--- src/hw/rtl/uhra_pkg.sv ---
`timescale 1ns / 1ps
`default_nettype none
package uhra_pkg;
   localparam int RefDepth   = 16384;
   localparam int MaxContigs = 16;
   localparam int MaxRead    = 256;
   localparam int RefAw      = $clog2(RefDepth);
   localparam int ContigAw   = $clog2(MaxContigs);
   localparam int ReadAw     = $clog2(MaxRead);
   localparam int RefCw      = RefAw + 1;
   localparam int ReadCw     = ReadAw + 1;
   localparam int CtCw       = ContigAw + 1;
   localparam logic [3:0] LimitCap = 4'd12;

   localparam logic [1:0] ReqRef   = 2'd0;
   localparam logic [1:0] ReqRead  = 2'd1;
   localparam logic [1:0] ReqClear = 2'd2;

   localparam logic [1:0] StatOk       = 2'd0;
   localparam logic [1:0] StatEmpty    = 2'd1;
   localparam logic [1:0] StatReadOvf  = 2'd2;
   localparam logic [1:0] StatRefOvf   = 2'd3;

   localparam logic [2:0] CodeOther = 3'd4;

   typedef enum logic [2:0] {
      ST_IDLE, ST_CONTIG, ST_WINDOW, ST_BASE, ST_DRAIN, ST_NEXT, ST_DONE
   } state_type;

   // controller to datapath
   typedef struct packed {
      logic start;       // begin search: clear best, reset contig scan
      logic load_contig; // fetch contig bounds
      logic win_start;   // reset base counter for a window
      logic base_step;   // issue one base compare
      logic win_close;   // fold window score into best
      logic win_adv;     // next strand / position
      logic contig_adv;  // move to next contig
      logic finish;      // search over: drop the buffered read
   } ctrl_type;

   // datapath to controller
   typedef struct packed {
      logic bad_status;  // no search needed
      logic contigs_done;
      logic contig_fits;
      logic last_base;   // issuing final base of window
      logic windows_done;
   } stat_type;

   function automatic logic [2:0] encode_base(input logic [7:0] ch);
      logic [7:0] c;
      c = ch;
      if (ch >= 8'h61 && ch <= 8'h7a) c = ch - 8'h20;
      case (c)
         8'h41:   encode_base = 3'd0;
         8'h43:   encode_base = 3'd1;
         8'h47:   encode_base = 3'd2;
         8'h54:   encode_base = 3'd3;
         default: encode_base = CodeOther;
      endcase
   endfunction
endpackage
`default_nettype wire

--- src/hw/rtl/uhra_ctrl.sv ---
`timescale 1ns / 1ps
`default_nettype none
module uhra_ctrl import uhra_pkg::*; (
   input  wire logic     clock,
   input  wire logic     reset,
   input  wire logic     go,
   input  wire stat_type stat,
   output ctrl_type      ctrl,
   output logic          busy,
   output logic          done
);
   state_type state_ff, state_in;

   always_ff @(posedge clock) begin
      if (reset) state_ff <= ST_IDLE;
      else       state_ff <= state_in;
   end

   always_comb begin
      state_in = state_ff;
      ctrl     = '0;
      busy     = (state_ff != ST_IDLE);
      done     = 1'b0;
      case (state_ff)
         ST_IDLE: begin
            if (go) begin
               ctrl.start = 1'b1;
               state_in   = ST_CONTIG;
            end
         end
         ST_CONTIG: begin
            if (stat.bad_status || stat.contigs_done) state_in = ST_DONE;
            else begin
               ctrl.load_contig = 1'b1;
               state_in = ST_WINDOW;
            end
         end
         ST_WINDOW: begin
            if (!stat.contig_fits || stat.windows_done) begin
               ctrl.contig_adv = 1'b1;
               state_in = ST_CONTIG;
            end else begin
               ctrl.win_start = 1'b1;
               state_in = ST_BASE;
            end
         end
         ST_BASE: begin
            ctrl.base_step = 1'b1;
            if (stat.last_base) state_in = ST_DRAIN;
         end
         ST_DRAIN: state_in = ST_NEXT;
         ST_NEXT: begin
            ctrl.win_close = 1'b1;
            ctrl.win_adv   = 1'b1;
            state_in = ST_WINDOW;
         end
         ST_DONE: begin
            done = 1'b1;
            ctrl.finish = 1'b1;
            state_in = ST_IDLE;
         end
         default: state_in = ST_IDLE;
      endcase
   end
endmodule
`default_nettype wire

--- config.mk ---
export PLATFORM = sky130hd
export DESIGN_NAME = uhra_ctrl
export DESIGN_NICKNAME = d
export VERILOG_FILES = /design/src/hw/rtl/uhra_pkg.sv /design/src/hw/rtl/uhra_ctrl.sv
export SDC_FILE = /design/constraint.sdc
export NUM_CORES = 1
export LEC_CHECK = 0
export ABC_AREA = 0
export BUFFER_PORTS_ARGS = -buffer_cell sky130_fd_sc_hd__buf_2
export CAP_MARGIN = 5
export CORE_AREA = 2 2 39 41
export CTS_CLUSTER_SIZE = 12
export DETAILED_ROUTE_END_ITERATION = 10
export DIE_AREA = 0 0 41 43
export MAX_ROUTING_LAYER = met4
export PLACE_DENSITY_LB_ADDON = 0.05
export SLEW_MARGIN = 0
export SYNTH_ARGS = -nofsm -noshare
export SYNTH_HDL_FRONTEND = slang
export SYNTH_SLANG_ARGS = --single-unit
--- constraint.sdc ---
create_clock -name clock -period 2.9 [get_ports clock]
set_input_delay 0 -clock clock [delete_from_list [all_inputs] [get_ports clock]]
set_output_delay 0 -clock clock [all_outputs]
set_load 0.005 [all_outputs]
==> run metrics, run 1 <==
FF+latch count, synth 3; number of nets in the layout 59; first-pass GRT wire length 1.000 mm; hold_sp go; # clock sinks 3; final std cells w/o fill 66; Biggest register state_ff; Synth top area share 0.2462; largest net degree at the start of global routing 10; unrepaired setup endpoints after global routing false; top cells by count, synth nor2_1 (7), buf_4 (3), dfxtp_1 (3), inv_1 (3), nand2_1 (2); worst path required time 2.90 ns; CTS tree yes; fin. max-slew vios 0; CTS max path bufs 2; most common flop cell mapped by yosys dfxtp_1; global route total overflow 0; placed wire-length estimate 523.8 um; CP Max Fanout 9; syn avg cell area 7.870 um^2; post-synth top area cell dfxtp_1; drt pass-1 iters 4; Netlist Area Pre-Place 244.0 um^2; post-route setup slack 1.608 ns; number of flops mapped to enable cells by yosys 0; n_diodes 0; Detailed Route WL 666 um; VDD IR max 0.2609 mV; Hold WC Path Type in2reg; post-route total power 202.3 uW; Min Hold Slack 0.08175 ns; leakage 0.1781 nW; DP Cell Count 61; post-synth net total 39; Synth area leaders dfxtp_1 (25%), nor2_1 (11%), buf_4 (9.2%); I/O Pins 18; post_cts resized 0; Final Hold Vio Count 0; Max-cap violations 0; H-tree depth 1; final setup violation count 0; layout cells sized above 1 0.4800; clock root cell clkbuf_4; power density over cell area 557.6 nW/um^2; CORE AREA 1384 um^2; Layout area overhead 48.72%; fraction of registers with async set or reset after synthesis 0; Avg Vias per Cell 4.545; FF-to-FF setup slack 1.71 ns; clock skew 0.001218 ns; Die W 41 um; GP Congestion 0.6507; clock transition at the registers of the reported paths 0.04 ns; max reg flops 3; drt drc 0; Ys Warns 0; GRT Total Usage 0.08941; Setup crit start kind flip-flop; Slew headroom 0.7979; total negative slack 0 ns; critical setup path kind reg2out; Worst EP arrival 1.29 ns; top flop regs state_ff (3); die span in y 43 um; via count 300; initial antenna violation count 0; Tmin final 1.292 ns; vias in the first global route 242; Worst Tran Pin Value 0.3027 ns; critical path launch point state_ff[0]$_SDFFE_PP0P_; final worst-path cycle share 0.4456; number of unique standard cell types used by synthesis 18; Reg2Reg Launch Point state_ff[0]$_SDFFE_PP0P_; Num CTS Buffers 3; Setup WS pre-CTS 1.719 ns; PortBufs 17; Clk Latency, worst-skew pair 0.24 ns; Initial Util 0.1763; drt initial violations 3; wire per inst 10.09 um; Max Clk Rate 773.8 MHz; total die area 1763 um^2; most common cell in the synthesized netlist nor2_1; Core Rows 14; Syn Inst Count 31; remaining antenna violation count 0; sequential area share after synthesis 0.2462; status complete, no violations; CP endpoint kind output pin
-- power breakdown --
part           internal [mW]  switching [mW]  total (mW)  leakage, nW
registers             0.0483          0.0147      0.0630       0.0248
logic                 0.0369          0.0275      0.0644        0.138
clock network         0.0517          0.0232      0.0749       0.0150
-- per-stage QoR --
step	area (um^2)	utilization
2_1_floorplan	244.0	-
3_3_place_gp	326.6	0.2360
3_5_place_dp	326.6	0.2360
4_1_cts	362.8	0.2622
5_1_grt	362.8	0.2622
6_report	362.8	0.2622
-- kinds of logic (layout without fill, tap and decap cells) --
group           Yosys count  after routing  synth area share
compound gates            5              5            0.1846
simple gates             16             16            0.3847
mux                       1              1           0.04615
buf+inv                   6             25            0.1385
flops                     3              3            0.2462
-- layer usage --
| layer | part of all wire | track usage | up-vias |
|---|---|---|---|
| li1 | - | - | 146 |
| met1 | 0.38 | 0.1122 | 132 |
| met4 | 0.029 | 0.06000 | 0 |
| met2 | 0.44 | 0.1063 | 18 |
| met5 | 0 | - | - |
| met3 | 0.15 | 0.04712 | 4 |
-- what timing repair did --
item | in CTS | in global routing
buffers inserted | 0 | 0
endpoints found under the hold margin | 1 | 0
endpoints found under the setup margin | 0 | 0
hold buffers | 1 | 0
-- critical path, cell delays in order (launching register included) --
cell	delay, ns
dfxtp_1	0.48
inv_1	0.14
nor3b_1	0.27
buf_2	0.16
-- path summary, 6_finish.rpt --
check | endpoint | cells after the start
worst max-delay path | ctrl[2] | 3
worst min-delay path | state_ff[1]$_SDFFE_PP0P_ | 2
worst max register to register | state_ff[2]$_SDFFE_PP0P_ | 4
worst min register to register | state_ff[2]$_SDFFE_PP0P_ | 2
-- final cells by class --
type	count	area [um^2]
Fill cell	163	1021
Clock buffer	4	26.28
Multi-Input combinational cell	22	150.1
Timing Repair Buffer	18	95.09
Sequential cell	3	60.06
Inverter	3	11.26
Tap cell	16	20.02
-- placed cells by master (no fill, tap or decap), drive strengths merged --
cell type    instances
nor2b                1
nor4b                1
o22a                 1
o21ai                1
mux2                 1
o2111a               1
nor3                 1
o32ai                1
nand2b               1
nor3b                2
inv                  3
dlygate4sd3          1
nand2                2
o221a                1
dfxtp                3
nor2                 7
buf                 17
clkbuf               4
or3                  1
Note: power is estimated with default switching activity, not from simulation.
==> run 2: changes to the inputs <==
Clock period 2.9 ns to 1.1 ns, I/O delays scaled along.
==> run 2 against run 1 <==
- the run now ends with negative setup slack left
- setup slack got worse by 1.6 ns
- sequential power rose to 2.5 times the previous value
- clock power rose to 2.5 times the previous value
- clock skew down 0.0010 ns
- hold slack gained 0.016 ns
- global-route usage rose by 0.60 points
- routed wire length grew 13%
- critical path type unchanged
- largest power group is now combinational cells
==> run metrics, run 2 (synthesis gave the netlist of run 1 again) <==
Avg Vias per Cell 4.184; Num CTS Buffers 3; most frequent cells in the layout buf_2 (17), buf_4 (5), nor2_2 (4), buf_6 (4); number of nets in the layout 69; drt initial violations 0; worst path required time 1.10 ns; Slowest-stage cell, CP or3_4; total area of sequential cells 68.82 um^2; CORE AREA 1384 um^2; GRT Total Usage 0.09538; Core Rows 14; VDD IR max 0.5966 mV; # clock sinks 3; Layout area overhead 118.5%; fin util 0.3852; CP max stage delay 0.40 ns; fin. max-slew vios 0; drt drc 0; Max-cap violations 0; total die area 1763 um^2; Die W 41 um; clock transition at the registers of the reported paths 0.03 ns; global route total overflow 0; unrepaired setup endpoints after global routing true; FILL cells 159; initial antenna violation count 0; layout cells sized above 1 0.7833; CP endpoint kind output pin; Hold Path Depth 2; Slew headroom 0.8699; critical setup path kind reg2out; die span in y 43 um; Worst EP arrival 1.13 ns; Worst Tran Pin Value 0.1951 ns; remaining antenna violation count 0; top flop regs state_ff (3); via count 318; final setup violation count 3; multi-input combinational cell area 206.4 um^2; leakage 0.2495 nW; first-pass GRT wire length 1.117 mm; max reg flops 3; CTS max path bufs 2; Min Hold Slack 0.09777 ns; Initial Util 0.1763; H-tree depth 1; Max Clk Rate 882.5 MHz; post-route total power 712.9 uW; final worst-path cycle share 1.030; failing checks negative setup slack; Hold WC Path Type in2reg; clock skew 0.0001795 ns; total negative slack -0.07578 ns; Detailed Route WL 750 um; power density over cell area 1337 nW/um^2; Setup crit start kind flip-flop; drt pass-1 iters 1; vias in the first global route 310; Buffers & Inverters on Critical Path 1; largest net degree at the start of global routing 7; Final Hold Vio Count 0; I/O Pins 18; wire per inst 9.868 um; post-route setup slack -0.03319 ns; cell breakdown of the critical path or3_4 > nor2_2 > buf_2; GP Congestion 0.6609; FF-to-FF path depth 4; Clk Latency, worst-skew pair 0.23 ns; placed wire-length estimate 562.3 um; Crit path depth 3; n_diodes 0; Biggest register state_ff; PortBufs 17; clock root cell clkbuf_4; CP Max Fanout 3; CTS tree yes; cell family with most CP delay simple AND/OR/NAND/NOR gates; most common cell after layout, fill and taps aside buf_2; Tmin final 1.133 ns; status finished with violations
run 2: routing by layer:
metal | up-vias | global-route usage | part of all wire
met4 | 0 | 0.08000 | 0
met2 | 9 | 0.1594 | 0.56
li1 | 164 | - | -
met1 | 145 | 0.08599 | 0.37
met5 | - | - | 0
met3 | 0 | 0.01571 | 0.068
run 2: path summary, 6_finish.rpt:
kind,slack [ns],end,from
setup reg to reg,-0.01,state_ff[2]$_SDFFE_PP0P_,state_ff[2]$_SDFFE_PP0P_
hold / removal,0.1,state_ff[1]$_SDFFE_PP0P_,go
hold reg to reg,0.69,state_ff[0]$_SDFFE_PP0P_,state_ff[0]$_SDFFE_PP0P_
setup / recovery,-0.03,ctrl[7],state_ff[1]$_SDFFE_PP0P_
run 2: layout make-up:
type                       count  area share
inverter                       3     0.02582
clock buffer                   4     0.04930
timing repair buffer          28      0.3709
sequential                     3      0.1291
tap                           16     0.03756
multi-input combinational     22      0.3873
run 2: metrics by stage:
| stage | cells | setup slack (ns) | cell area [um^2] |
|---|---|---|---|
| after floorplan | 31 | -0.01169 | 244.0 |
| after detailed placement | 67 | -0.01018 | 384.1 |
| final | 76 | -0.03319 | 533.0 |
| after CTS | 76 | -0.05242 | 496.7 |
| after global routing | 76 | -0.08800 | 533.0 |
| after global placement | 67 | -0.01368 | 384.1 |
run 2: worst reg2reg max path, delay by kind of cell (launching register included):
kind	cells	cell delay, ns
compound gates	1	0.17
simple gates	1	0.07
flops	1	0.35
buf+inv	1	0.13
mux	1	0.32
run 2: power breakdown:
part	internal [mW]	switching, mW	leakage (nW)	total [mW]
clock network	0.136	0.0532	0.0150	0.189
logic	0.220	0.144	0.208	0.364
registers	0.133	0.0270	0.0264	0.160
run 2: what timing repair did:
item,in CTS,in global routing
pin swaps,1,3
endpoints found under the setup margin,10,11
setup buffers,5,0
gates resized for setup,15,8
endpoints found under the hold margin,1,0
hold buffers,1,0
